**src/rtl/dcto_pkg.sv**
```systemverilog
// ----------------------------------------------------------------------------
// dcto_pkg: shared types and constants of the speed controller
// Widths of the Q16.16 quantities, register codes and reset values,
// controller states and the command set passed to the datapath.
// ----------------------------------------------------------------------------
package dcto_pkg;

  localparam int HISTORY_DEPTH = 4;

  localparam int FRAC_W   = 16;
  localparam int DIST_W   = 32;
  localparam int CMD_W    = 23;
  localparam int LIM_W    = 23;
  localparam int TICK_W   = 17;
  localparam int PHASE_W  = 2;

  // Sum of the history of commands.
  localparam int SUM_W    = CMD_W + $clog2(HISTORY_DEPTH);
  // Speed step per tick (limit times period).
  localparam int STEP_W   = LIM_W + TICK_W - FRAC_W;
  // Accelerated speed: newest command plus one step.
  localparam int V1_W     = STEP_W + 1;
  localparam int TRAVEL_W = SUM_W + TICK_W - FRAC_W;
  localparam int T1_W     = V1_W + TICK_W - FRAC_W;
  // Twice the deceleration limit.
  localparam int DIV_W    = LIM_W + 1;
  localparam int K_W      = DIST_W + 1;
  localparam int SQ_W     = 2 * V1_W;

  // Shared multiplier operands and product.
  localparam int MUL_A_W  = DIST_W - 1;
  localparam int MUL_B_W  = (V1_W > DIV_W) ? V1_W : DIV_W;
  localparam int PROD_W   = MUL_A_W + MUL_B_W;
  localparam int PSH_W    = PROD_W - FRAC_W;

  // Configuration port.
  localparam int CFG_IDX_W  = 2;
  localparam int CFG_DATA_W = LIM_W;

  typedef enum logic [CFG_IDX_W-1:0] {
    CFG_ACCEL_LIMIT = 2'd0,
    CFG_DECEL_LIMIT = 2'd1,
    CFG_SPEED_LIMIT = 2'd2,
    CFG_TICK_PERIOD = 2'd3
  } cfg_idx_e;

  localparam logic [LIM_W-1:0]  ACCEL_RESET = LIM_W'(262144);
  localparam logic [LIM_W-1:0]  DECEL_RESET = LIM_W'(262144);
  localparam logic [LIM_W-1:0]  SPEED_RESET = LIM_W'(65536);
  localparam logic [TICK_W-1:0] TICK_RESET  = TICK_W'(3277);

  typedef enum logic [PHASE_W-1:0] {
    PH_STOP   = 2'd0,
    PH_ACCEL  = 2'd1,
    PH_CRUISE = 2'd2,
    PH_DECEL  = 2'd3
  } phase_e;

  typedef enum logic [3:0] {
    ST_IDLE,
    ST_TRAVEL,
    ST_UP,
    ST_DOWN,
    ST_T1,
    ST_K1,
    ST_SQ1,
    ST_CMP1,
    ST_SQ0,
    ST_CMP0,
    ST_DONE
  } ctrl_state_e;

  // Operand pair fed to the shared multiplier.
  typedef enum logic [3:0] {
    MUL_NONE,
    MUL_TRAVEL,
    MUL_UP,
    MUL_DOWN,
    MUL_T1,
    MUL_SQ1,
    MUL_K1B,
    MUL_SQ0,
    MUL_CB
  } mul_op_e;

  // Which datapath register takes the previous product.
  typedef enum logic [3:0] {
    CAP_NONE,
    CAP_COMP,
    CAP_V1,
    CAP_DOWN,
    CAP_K1,
    CAP_SQ,
    CAP_ACC,
    CAP_CRU
  } cap_e;

  typedef struct packed {
    logic    load_in;
    mul_op_e mul_op;
    cap_e    cap;
    logic    finish;
  } ctrl_cmd_t;

endpackage

```
**src/rtl/dcto_in_if.sv**
```systemverilog
// ----------------------------------------------------------------------------
// dcto_in_if: input channel
// Valid/ready channel carrying the distance to the stop point.
// ----------------------------------------------------------------------------
interface dcto_in_if;
  import dcto_pkg::*;

  logic                     valid;
  logic                     ready;
  logic signed [DIST_W-1:0] distance_to_go;

  modport source (output valid, output distance_to_go, input ready);
  modport sink   (input valid, input distance_to_go, output ready);
endinterface

```
**src/rtl/dcto_out_if.sv**
```systemverilog
// ----------------------------------------------------------------------------
// dcto_out_if: result channel
// Valid/ready channel carrying the speed command, the compensated distance
// and the control phase.
// ----------------------------------------------------------------------------
interface dcto_out_if;
  import dcto_pkg::*;

  logic                     valid;
  logic                     ready;
  logic [CMD_W-1:0]         speed_command;
  logic signed [DIST_W-1:0] compensated_distance;
  logic [PHASE_W-1:0]       phase;

  modport source (output valid, output speed_command, output compensated_distance,
                  output phase, input ready);
  modport sink   (input valid, input speed_command, input compensated_distance,
                  input phase, output ready);
endinterface

```
**src/rtl/dcto_ctrl.sv**
```systemverilog
// ----------------------------------------------------------------------------
// dcto_ctrl: sequencing controller
// Steps one item through the multiply schedule of the datapath and owns the
// handshake state of both channels.
// ----------------------------------------------------------------------------
module dcto_ctrl (
  input  logic                clk_i,
  input  logic                rst_ni,
  input  logic                in_valid_i,
  output logic                in_ready_o,
  output logic                out_valid_o,
  input  logic                out_ready_i,
  output dcto_pkg::ctrl_cmd_t cmd_o
);
  import dcto_pkg::*;

  ctrl_state_e state_q, state_d;
  logic        out_valid_q, out_valid_d;
  logic        out_free;

  assign out_free = !out_valid_q || out_ready_i;

  always_comb begin
    state_d = state_q;
    case (state_q)
      ST_IDLE:   if (in_valid_i) state_d = ST_TRAVEL;
      ST_TRAVEL: state_d = ST_UP;
      ST_UP:     state_d = ST_DOWN;
      ST_DOWN:   state_d = ST_T1;
      ST_T1:     state_d = ST_K1;
      ST_K1:     state_d = ST_SQ1;
      ST_SQ1:    state_d = ST_CMP1;
      ST_CMP1:   state_d = ST_SQ0;
      ST_SQ0:    state_d = ST_CMP0;
      ST_CMP0:   state_d = ST_DONE;
      ST_DONE:   if (out_free) state_d = ST_IDLE;
      default:   state_d = ST_IDLE;
    endcase
  end

  always_comb begin
    cmd_o.load_in = 1'b0;
    cmd_o.mul_op  = MUL_NONE;
    cmd_o.cap     = CAP_NONE;
    cmd_o.finish  = 1'b0;
    case (state_q)
      ST_IDLE:   cmd_o.load_in = in_valid_i;
      ST_TRAVEL: cmd_o.mul_op = MUL_TRAVEL;
      ST_UP: begin
        cmd_o.mul_op = MUL_UP;
        cmd_o.cap    = CAP_COMP;
      end
      ST_DOWN: begin
        cmd_o.mul_op = MUL_DOWN;
        cmd_o.cap    = CAP_V1;
      end
      ST_T1: begin
        cmd_o.mul_op = MUL_T1;
        cmd_o.cap    = CAP_DOWN;
      end
      ST_K1: begin
        cmd_o.mul_op = MUL_SQ1;
        cmd_o.cap    = CAP_K1;
      end
      ST_SQ1: begin
        cmd_o.mul_op = MUL_K1B;
        cmd_o.cap    = CAP_SQ;
      end
      ST_CMP1: begin
        cmd_o.mul_op = MUL_SQ0;
        cmd_o.cap    = CAP_ACC;
      end
      ST_SQ0: begin
        cmd_o.mul_op = MUL_CB;
        cmd_o.cap    = CAP_SQ;
      end
      ST_CMP0:   cmd_o.cap = CAP_CRU;
      ST_DONE:   cmd_o.finish = out_free;
      default: begin
        cmd_o.load_in = 1'b0;
      end
    endcase
  end

  // A new result may be loaded in the same cycle as the old one transfers.
  assign out_valid_d = cmd_o.finish ? 1'b1 : (out_ready_i ? 1'b0 : out_valid_q);

  always_ff @(posedge clk_i or negedge rst_ni) begin
    if (!rst_ni) begin
      state_q     <= ST_IDLE;
      out_valid_q <= 1'b0;
    end else begin
      state_q     <= state_d;
      out_valid_q <= out_valid_d;
    end
  end

  assign in_ready_o  = (state_q == ST_IDLE);
  assign out_valid_o = out_valid_q;

endmodule

```
**src/rtl/dcto_datapath.sv**
```systemverilog
// ----------------------------------------------------------------------------
// dcto_datapath: arithmetic, registers and command history
// One shared multiplier with a registered product serves every product of
// the control law. Stop-distance tests compare v*v against the remaining
// distance times twice the deceleration, so no divider is needed.
// ----------------------------------------------------------------------------
module dcto_datapath (
  input  logic                               clk_i,
  input  logic                               rst_ni,
  input  logic                               cfg_we_i,
  input  logic [dcto_pkg::CFG_IDX_W-1:0]     cfg_idx_i,
  input  logic [dcto_pkg::CFG_DATA_W-1:0]    cfg_data_i,
  input  logic signed [dcto_pkg::DIST_W-1:0] distance_to_go_i,
  input  dcto_pkg::ctrl_cmd_t                cmd_i,
  output logic [dcto_pkg::CMD_W-1:0]         speed_command_o,
  output logic signed [dcto_pkg::DIST_W-1:0] compensated_distance_o,
  output logic [dcto_pkg::PHASE_W-1:0]       phase_o
);
  import dcto_pkg::*;

  // Configuration registers.
  logic [LIM_W-1:0]  accel_q, decel_q, speed_q;
  logic [TICK_W-1:0] tick_q;

  // History of commands; the last entry is the newest.
  logic [CMD_W-1:0] hist_q [HISTORY_DEPTH];
  logic [SUM_W-1:0] sum_q;

  // Working registers of one item.
  logic signed [DIST_W-1:0] dist_q, comp_q;
  logic [PROD_W-1:0]        p_q;
  logic [V1_W-1:0]          v1_q;
  logic [STEP_W-1:0]        down_q;
  logic signed [K_W-1:0]    k1_q;
  logic [SQ_W-1:0]          sq_q;
  logic                     acc_ok_q, cru_ok_q;

  // Result registers.
  logic [CMD_W-1:0]         cmd_res_q;
  logic signed [DIST_W-1:0] comp_res_q;
  logic [PHASE_W-1:0]       phase_res_q;

  logic [CMD_W-1:0]     v0;
  logic [DIV_W-1:0]     twice_dec;
  logic [MUL_A_W-1:0]   mul_a;
  logic [MUL_B_W-1:0]   mul_b;
  logic [PSH_W-1:0]     p_sh;
  logic [DIST_W+1:0]    comp_wide;
  logic signed [DIST_W-1:0] comp_sat;
  logic signed [K_W-1:0]    k1_d;
  logic                 k1_pos, comp_pos;
  logic [CMD_W-1:0]     cmd_d;
  phase_e               phase_d;
  logic [SUM_W-1:0]     sum_d;

  assign v0        = hist_q[HISTORY_DEPTH-1];
  // A zero deceleration limit counts as one in the stop distance.
  assign twice_dec = {((decel_q == '0) ? LIM_W'(1) : decel_q), 1'b0};
  assign p_sh      = p_q[PROD_W-1:FRAC_W];

  always_comb begin
    mul_a = '0;
    mul_b = '0;
    case (cmd_i.mul_op)
      MUL_TRAVEL: begin
        mul_a = MUL_A_W'(sum_q);
        mul_b = MUL_B_W'(tick_q);
      end
      MUL_UP: begin
        mul_a = MUL_A_W'(accel_q);
        mul_b = MUL_B_W'(tick_q);
      end
      MUL_DOWN: begin
        mul_a = MUL_A_W'(decel_q);
        mul_b = MUL_B_W'(tick_q);
      end
      MUL_T1: begin
        mul_a = MUL_A_W'(v1_q);
        mul_b = MUL_B_W'(tick_q);
      end
      MUL_SQ1: begin
        mul_a = MUL_A_W'(v1_q);
        mul_b = MUL_B_W'(v1_q);
      end
      MUL_K1B: begin
        mul_a = k1_q[MUL_A_W-1:0];
        mul_b = MUL_B_W'(twice_dec);
      end
      MUL_SQ0: begin
        mul_a = MUL_A_W'(v0);
        mul_b = MUL_B_W'(v0);
      end
      MUL_CB: begin
        mul_a = comp_q[MUL_A_W-1:0];
        mul_b = MUL_B_W'(twice_dec);
      end
      default: begin
        mul_a = '0;
        mul_b = '0;
      end
    endcase
  end

  // Compensated distance, saturated to the signed range of the field.
  always_comb begin
    comp_wide = {{2{dist_q[DIST_W-1]}}, dist_q} - (DIST_W + 2)'(p_sh[TRAVEL_W-1:0]);
    if (comp_wide[DIST_W+1] && (comp_wide[DIST_W:DIST_W-1] != 2'b11)) begin
      comp_sat = {1'b1, {(DIST_W-1){1'b0}}};
    end else if (!comp_wide[DIST_W+1] && (comp_wide[DIST_W:DIST_W-1] != 2'b00)) begin
      comp_sat = {1'b0, {(DIST_W-1){1'b1}}};
    end else begin
      comp_sat = comp_wide[DIST_W-1:0];
    end
  end

  // Distance left once the accelerated speed has run for one tick.
  assign k1_d     = $signed({comp_q[DIST_W-1], comp_q}) - $signed(K_W'(p_sh[T1_W-1:0]));
  assign k1_pos   = !k1_q[K_W-1] && (k1_q != '0);
  assign comp_pos = !comp_q[DIST_W-1] && (comp_q != '0);

  always_comb begin
    cmd_d   = '0;
    phase_d = PH_STOP;
    if (comp_pos) begin
      if (acc_ok_q) begin
        cmd_d   = v1_q[CMD_W-1:0];
        phase_d = PH_ACCEL;
      end else if (cru_ok_q) begin
        cmd_d   = v0;
        phase_d = PH_CRUISE;
      end else begin
        cmd_d   = (STEP_W'(v0) > down_q) ? CMD_W'(STEP_W'(v0) - down_q) : '0;
        phase_d = PH_DECEL;
      end
    end
  end

  assign sum_d = sum_q - SUM_W'(hist_q[0]) + SUM_W'(cmd_d);

  always_ff @(posedge clk_i or negedge rst_ni) begin
    if (!rst_ni) begin
      accel_q <= ACCEL_RESET;
      decel_q <= DECEL_RESET;
      speed_q <= SPEED_RESET;
      tick_q  <= TICK_RESET;
    end else if (cfg_we_i) begin
      case (cfg_idx_i)
        CFG_ACCEL_LIMIT: accel_q <= cfg_data_i;
        CFG_DECEL_LIMIT: decel_q <= cfg_data_i;
        CFG_SPEED_LIMIT: speed_q <= cfg_data_i;
        CFG_TICK_PERIOD: tick_q  <= cfg_data_i[TICK_W-1:0];
        default: begin
          accel_q <= accel_q;
        end
      endcase
    end
  end

  always_ff @(posedge clk_i or negedge rst_ni) begin
    if (!rst_ni) begin
      for (int i = 0; i < HISTORY_DEPTH; i++) begin
        hist_q[i] <= '0;
      end
      sum_q <= '0;
    end else if (cmd_i.finish) begin
      for (int i = 0; i < HISTORY_DEPTH - 1; i++) begin
        hist_q[i] <= hist_q[i+1];
      end
      hist_q[HISTORY_DEPTH-1] <= cmd_d;
      sum_q                   <= sum_d;
    end
  end

  always_ff @(posedge clk_i) begin
    p_q <= PROD_W'(mul_a) * PROD_W'(mul_b);
    if (cmd_i.load_in) begin
      dist_q <= distance_to_go_i;
    end
    case (cmd_i.cap)
      CAP_COMP: comp_q <= comp_sat;
      CAP_V1:   v1_q   <= V1_W'(v0) + V1_W'(p_sh[STEP_W-1:0]);
      CAP_DOWN: down_q <= p_sh[STEP_W-1:0];
      CAP_K1:   k1_q   <= k1_d;
      CAP_SQ:   sq_q   <= p_q[SQ_W-1:0];
      CAP_ACC:  acc_ok_q <= (v1_q <= V1_W'(speed_q)) && k1_pos &&
                            (PROD_W'(sq_q) < p_q);
      CAP_CRU:  cru_ok_q <= (v0 <= speed_q) && (PROD_W'(sq_q) < p_q);
      default: begin
        sq_q <= sq_q;
      end
    endcase
    if (cmd_i.finish) begin
      cmd_res_q   <= cmd_d;
      comp_res_q  <= comp_q;
      phase_res_q <= phase_d;
    end
  end

  assign speed_command_o        = cmd_res_q;
  assign compensated_distance_o = comp_res_q;
  assign phase_o                = phase_res_q;

endmodule

```
**src/rtl/delay_compensated_time_optimal_speed.sv**
```systemverilog
// ----------------------------------------------------------------------------
// delay_compensated_time_optimal_speed: latency-compensated speed controller
// Removes the travel still in flight from the distance to go and applies the
// time-optimal accelerate / cruise / decelerate rule to the last command.
//
//   Channel   Role    Transfer when     Carries
//   in_i      sink    valid & ready     distance_to_go
//   out_o     source  valid & ready     speed_command, compensated_distance,
//                                       phase
//   cfg       write   cfg_we_i high     cfg_idx_i, cfg_data_i
//
// An item's result is loaded into the output register once the controller has
// stepped eight products through one shared multiplier, one per cycle. A new
// item is taken only once the controller is back in idle, so items do not
// overlap, while the previous result may still wait. A stalled output holds the
// controller in its final step. Reset is asynchronous and restores the
// register defaults and an empty history.
// ----------------------------------------------------------------------------
module delay_compensated_time_optimal_speed (
  input  logic                            clk_i,
  input  logic                            rst_ni,
  input  logic                            cfg_we_i,
  input  logic [dcto_pkg::CFG_IDX_W-1:0]  cfg_idx_i,
  input  logic [dcto_pkg::CFG_DATA_W-1:0] cfg_data_i,
  dcto_in_if.sink                         in_i,
  dcto_out_if.source                      out_o
);
  import dcto_pkg::*;

  ctrl_cmd_t cmd;

  dcto_ctrl u_ctrl (
    .clk_i       (clk_i),
    .rst_ni      (rst_ni),
    .in_valid_i  (in_i.valid),
    .in_ready_o  (in_i.ready),
    .out_valid_o (out_o.valid),
    .out_ready_i (out_o.ready),
    .cmd_o       (cmd)
  );

  dcto_datapath u_datapath (
    .clk_i                  (clk_i),
    .rst_ni                 (rst_ni),
    .cfg_we_i               (cfg_we_i),
    .cfg_idx_i              (cfg_idx_i),
    .cfg_data_i             (cfg_data_i),
    .distance_to_go_i       (in_i.distance_to_go),
    .cmd_i                  (cmd),
    .speed_command_o        (out_o.speed_command),
    .compensated_distance_o (out_o.compensated_distance),
    .phase_o                (out_o.phase)
  );

endmodule

```
**src/flat_wrapper.sv**
```systemverilog
// flat-port wrapper written by rule: the top's interface ports become plain ports
module delay_compensated_time_optimal_speed_flat import dcto_pkg::*;
  (clk_i, rst_ni, cfg_we_i, cfg_idx_i, cfg_data_i, in_i_valid, in_i_distance_to_go, in_i_ready, out_o_valid, out_o_speed_command, out_o_compensated_distance, out_o_phase, out_o_ready);
  dcto_in_if in_i_i ();
  dcto_out_if out_o_i ();
  input  logic clk_i;
  input  logic rst_ni;
  input  logic cfg_we_i;
  input  logic [dcto_pkg::CFG_IDX_W-1:0] cfg_idx_i;
  input  logic [dcto_pkg::CFG_DATA_W-1:0] cfg_data_i;
  input wire logic [$bits(in_i_i.valid)-1:0] in_i_valid;
  input wire logic [$bits(in_i_i.distance_to_go)-1:0] in_i_distance_to_go;
  output wire logic [$bits(in_i_i.ready)-1:0] in_i_ready;
  output wire logic [$bits(out_o_i.valid)-1:0] out_o_valid;
  output wire logic [$bits(out_o_i.speed_command)-1:0] out_o_speed_command;
  output wire logic [$bits(out_o_i.compensated_distance)-1:0] out_o_compensated_distance;
  output wire logic [$bits(out_o_i.phase)-1:0] out_o_phase;
  input wire logic [$bits(out_o_i.ready)-1:0] out_o_ready;
  assign in_i_i.valid = in_i_valid;
  assign in_i_i.distance_to_go = in_i_distance_to_go;
  assign in_i_ready = in_i_i.ready;
  assign out_o_valid = out_o_i.valid;
  assign out_o_speed_command = out_o_i.speed_command;
  assign out_o_compensated_distance = out_o_i.compensated_distance;
  assign out_o_phase = out_o_i.phase;
  assign out_o_i.ready = out_o_ready;
  delay_compensated_time_optimal_speed u_core (.clk_i(clk_i), .rst_ni(rst_ni), .cfg_we_i(cfg_we_i), .cfg_idx_i(cfg_idx_i), .cfg_data_i(cfg_data_i), .in_i(in_i_i), .out_o(out_o_i));
endmodule
```
**config.mk**
```make
export PLATFORM = sky130hd
export DESIGN_NAME = delay_compensated_time_optimal_speed_flat
export DESIGN_NICKNAME = d
export VERILOG_FILES = /design/src/rtl/dcto_pkg.sv /design/src/rtl/dcto_in_if.sv /design/src/rtl/dcto_out_if.sv /design/src/rtl/dcto_ctrl.sv /design/src/rtl/dcto_datapath.sv /design/src/rtl/delay_compensated_time_optimal_speed.sv /design/src/flat_wrapper.sv
export SDC_FILE = /design/constraint.sdc
export NUM_CORES = 2
export LEC_CHECK = 0
export ABC_AREA = 1
export BUFFER_PORTS_ARGS = -buffer_cell sky130_fd_sc_hd__buf_2
export CORE_MARGIN = 2
export CORE_UTILIZATION = 39
export DETAILED_ROUTE_END_ITERATION = 8
export HOLD_SLACK_MARGIN = 0.15
export PLACE_DENSITY = 0.58
export SYNTH_ARGS = -nofsm -noshare
export SYNTH_HDL_FRONTEND = slang
export SYNTH_SLANG_ARGS = --single-unit
```
**constraint.sdc**
```tcl
create_clock -name clk_i -period 17.81 [get_ports clk_i]
set_input_delay 1.781 -clock clk_i [delete_from_list [all_inputs] [get_ports clk_i]]
set_output_delay 1.781 -clock clk_i [all_outputs]
set_load 0.05 [all_outputs]
```
==> results by stage <==
Floorplan:
- The core box area is between 0.1 and 0.15 sq mm.
- The total number of placement rows is 139.
- The floorplan step set the die height to 384.7 microns.
- The number of ports placed on the die boundary is 121.
- The floorplan die width is 384.7 microns.
- The die covers between 0.1 and 0.15 sq mm.
- The initial cell density of the core is 39.34%.

Setup path:
- The critical path's most frequent cell is sky130_fd_sc_hd__fa_1.
- The slowest cell on the critical path is sky130_fd_sc_hd__nand2_1.
- The data arrival at the endpoint of the critical path is 10440 ps.
- On the worst path, the slowest cell contributes a delay of between 800 and 900 ps.
- STA classifies the critical path endpoint as a register.
- The register-to-register setup slack is 7880 ps.
- STA classifies the critical path startpoint as a register.
- STA puts the critical path data required time at 18330 ps.
- The maximum fanout along the worst path is 22.
- The sum of buffers and inverters on the critical path is 6.
- On the critical path the largest part of the delay comes from adder cells.
- The critical path class is register to register.

Drt:
- Routed signal wires occupy layers up through met5.
- The routed design uses 92.84 mm of met2 wire.
- The sum of routed wire length over all layers is 208.4 mm.
- The mean routed wirelength per cell is 22.83 microns.
- In the detailed route, the total length drawn on met3 is 16.32 mm.
- In the routed layout, each cell is associated on average with a via count of approximately 5.2.
- The first detailed-routing pass took 5 iterations.
- The number of violations reported at the end of detailed-routing iteration 0 is 4920.
- The met1 wire length is about 91 mm.
- Detailed routing inserted a total of 47630 vias.
- The antenna violation net count after detailed routing is 0.
- After detailed routing, the number of remaining DRC violations is 0.

Logic synthesis:
- The post-synthesis average cell area is 7.958 sq um.
- The portion of synthesized area spent on multiplexers is 0%.
- The post-synthesis register bit count is roughly 520.
- The synthesized-area fraction occupied by ao, oa, aoi and oai cells is roughly 7.7%.
- The synthesized design contains 255 enable-type register cells.
- The share of the Yosys chip area taken by registers is 24.76%.
- The post-synthesis share of cell area spent on and, or, nand and nor gates is between 10% and 20%.
- The most used flip-flop cell after synthesis is sky130_fd_sc_hd__edfxtp_1.
- The distinct cell type count after synthesis is 62.
- In the synthesized netlist, the number of instances is 7102.
- The cell area after synthesis is 0.05652 sq mm.
- The synthesized design devotes to its leading area cell type 24.48% of total area.
- The proportion of synthesized flip-flops having asynchronous set or reset is 40.08%.
- The Yosys warning count is 0.
- The share of synthesized cell area in full adder, half adder and majority cells is 33.53%.
- The largest family of logic cells by synthesized area is adder cells.
- The synthesized design spends more area on one cell type than any other, namely sky130_fd_sc_hd__fa_1.
- Ranked by total cell area, the synthesized netlist is headed by sky130_fd_sc_hd__fa_1 (24%), sky130_fd_sc_hd__edfxtp_1 (14%), sky130_fd_sc_hd__nand2_1 (12%), sky130_fd_sc_hd__inv_1 (11%), sky130_fd_sc_hd__ha_1 (9.1%).
- After Yosys synthesis, XOR and XNOR cells account for 1.860% of the synthesized area.

Global route:
- The number of antenna violations at the first check in global routing is 9.
- The via count of the first global-routing pass is 48080.
- The leftover overflow at the end of global routing is 0.
- Entering global routing, the biggest net connects 166 pins.
- The first global-routing pass estimated 308.8 mm of wire.
- The global-route total usage across every layer is between 20% and 30%.

Clock network:
- The clock net sink count is 519.
- The clock slew at the register clock pins of the worst setup and hold paths is approximately 70 ps.
- The root buffer selected by CTS is sky130_fd_sc_hd__clkbuf_16.
- The number of buffers inserted by post-CTS setup repair is 0.
- TritonCTS built the clock tree.
- The clock tree buffer depth is 3.
- At the later pin of the worst-skew pair, clock insertion delay measures 660 ps.
- TritonCTS created between 50 and 60 clock buffers.
- The clock tree synthesis step divided the H-tree into 2 levels.
- Post-CTS repair changed the size of 0 cells.
- The hold buffer count at cts is 0.

Timing:
- The final hold violation count is 0.
- The pin slew with the least headroom to its limit is around 1200 ps.
- Timing would allow up to just over 100 MHz.
- The final cycle utilization of the critical path is 55.74%.
- The final number of max-transition violations is 0.
- After layout, the minimum clock period comes to 9927 ps.
- The post-route clock skew is 39.58 ps.
- Adding up every negative setup slack in the final design gives 0 ps.
- The worst pin sits at a relative slew slack of 18.34%.
- The total of endpoints with negative setup slack in the final report is 0.
- Setup repair after global routing left no endpoint under its margin.

Finish:
- The number of nets in the final layout is 8333.
- Leaving out fill and tap cells, the most frequent cells in the layout are sky130_fd_sc_hd__nand2_1 (1820), sky130_fd_sc_hd__inv_1 (1710), sky130_fd_sc_hd__fa_1 (691).
- Compared with the post-synthesis result, the final layout area differs by 8.382%.
- The fraction of final layout cells sized beyond drive strength 1 is 5.235%.
- The leading cell type in the layout, fill and taps excluded is sky130_fd_sc_hd__nand2_1.

Placed design:
- Detailed placement ended at an HPWL of 167.1 mm.
- At the end of routability-driven placement, the weighted congestion stood at 1.032.
- The number of I/O port buffers is 120.

Min path:
- The tightest min-delay check is of the register to register type.

Run status:
- The run finished with clean final reports.

Job:
- Max-cap violations in this run came to 0.
worst reg2reg max path: cells and delay by family, from the launching register on:
family	cells	cell delay (ps)
AO/OA/AOI/OAI	3	810
XOR/XNOR	1	350
adder cells (fa/ha/maj)	8	3970
buffers and inverters	6	1060
flip-flops	1	620
AND/OR/NAND/NOR	8	2980
kinds of logic after synthesis:
family / after synthesis
compound gates: 764
xor+xnor: 120
fa+ha+maj: 1100
buf+inv: 1930
flops: 519
other cells: 2
simple gates: 2667
worst paths after layout:
check                                          start                       endpoint  depth (start not counted)
max                         u_core.u_ctrl.state_q[0]      u_core.u_datapath.p_q[32]                         26
min                        u_core.u_datapath.p_q[10]     u_core.u_datapath.sq_q[10]                          0
max reg2reg                 u_core.u_ctrl.state_q[0]      u_core.u_datapath.p_q[32]                         26
min reg2reg                u_core.u_datapath.p_q[10]     u_core.u_datapath.sq_q[10]                          0
max in group asynchronous                     rst_ni  u_core.u_datapath.speed_q[10]                          2
min in group asynchronous                     rst_ni    u_core.u_datapath.sum_q[22]                          1
layout make-up:
cell class | count | area, sq um
clock buffers | 80 | 1690
diodes | 2 | 5.005
repair buffers | 183 | 1096
fillers | 14710 | 82400
flip-flops and latches | 519 | 14000
clock inverters | 31 | 327.8
inverters | 1745 | 6553
well taps | 1903 | 2381
multi-input cells | 4663 | 35210
flip-flops by register name, indices dropped and copies added, names as in the netlist:
signal	cells
u_core.u_datapath.k1_q	33
u_core.u_datapath.v0	23
u_core.u_datapath.comp_q	32
u_core.u_ctrl.state_q	4
u_core.u_datapath.decel_q	23
u_core.u_datapath.acc_ok_q	1
u_core.u_datapath.p_q	56
u_core.u_datapath.down_q	24
u_core.u_datapath.speed_command_o	23
u_core.u_datapath.phase_o	2
u_core.u_datapath.hist_q	69
u_core.u_datapath.accel_q	23
u_core.u_ctrl.out_valid_o	1
u_core.u_datapath.speed_q	23
u_core.u_datapath.tick_q	17
u_core.u_datapath.cru_ok_q	1
u_core.u_datapath.sq_q	50
u_core.u_datapath.sum_q	25
u_core.u_datapath.compensated_distance_o	32
u_core.u_datapath.dist_q	32
u_core.u_datapath.v1_q	25
metal layers:
layer	up-vias	track usage (%)
met5	-	0.03249
met4	4	9.701
met3	348	4.284
met2	1961	44.49
met1	23650	39.56
li1	21660	-
stage by stage:
step,std cells,hold WS [ps],setup WS (ps),util (%),area [sq um]
after detailed placement,9013,415.2,8008,41.23,59230
after floorplan,7112,408.2,10060,-,56550
final,9126,426.5,7883,42.64,61250
after CTS,9124,429.3,7958,42.64,61250
after global routing,9124,435.4,7458,42.64,61250
after global placement,9013,411.4,7977,41.23,59230
synthesized netlist by cell type (6+ instances only):
library cell,number
sky130_fd_sc_hd__nand2_1,1826
sky130_fd_sc_hd__inv_1,1711
sky130_fd_sc_hd__fa_1,691
sky130_fd_sc_hd__nor2_1,499
sky130_fd_sc_hd__ha_1,409
sky130_fd_sc_hd__o21ai_0,294
sky130_fd_sc_hd__a21oi_1,262
sky130_fd_sc_hd__edfxtp_1,255
sky130_fd_sc_hd__dfrtp_1,198
sky130_fd_sc_hd__nand3_1,158
sky130_fd_sc_hd__buf_2,117
sky130_fd_sc_hd__xor2_1,78
sky130_fd_sc_hd__nand4_1,60
sky130_fd_sc_hd__dfxtp_1,56
sky130_fd_sc_hd__clkbuf_1,55
sky130_fd_sc_hd__o22ai_1,49
sky130_fd_sc_hd__xnor2_1,42
sky130_fd_sc_hd__o21bai_1,40
sky130_fd_sc_hd__nor3_1,38
sky130_fd_sc_hd__nor4_1,33
sky130_fd_sc_hd__inv_2,30
sky130_fd_sc_hd__a21o_1,25
sky130_fd_sc_hd__a221oi_1,16
sky130_fd_sc_hd__a21boi_0,13
sky130_fd_sc_hd__nand3b_1,12
sky130_fd_sc_hd__a31oi_1,11
sky130_fd_sc_hd__buf_4,11
sky130_fd_sc_hd__o21ai_1,11
sky130_fd_sc_hd__dfstp_2,10
sky130_fd_sc_hd__o21a_1,8
sky130_fd_sc_hd__or2_2,7
sky130_fd_sc_hd__and3_1,6
Power is left out: the tool's default activity adds up to more than one toggle a clock period on the data nets, which glitch-free logic cannot reach.
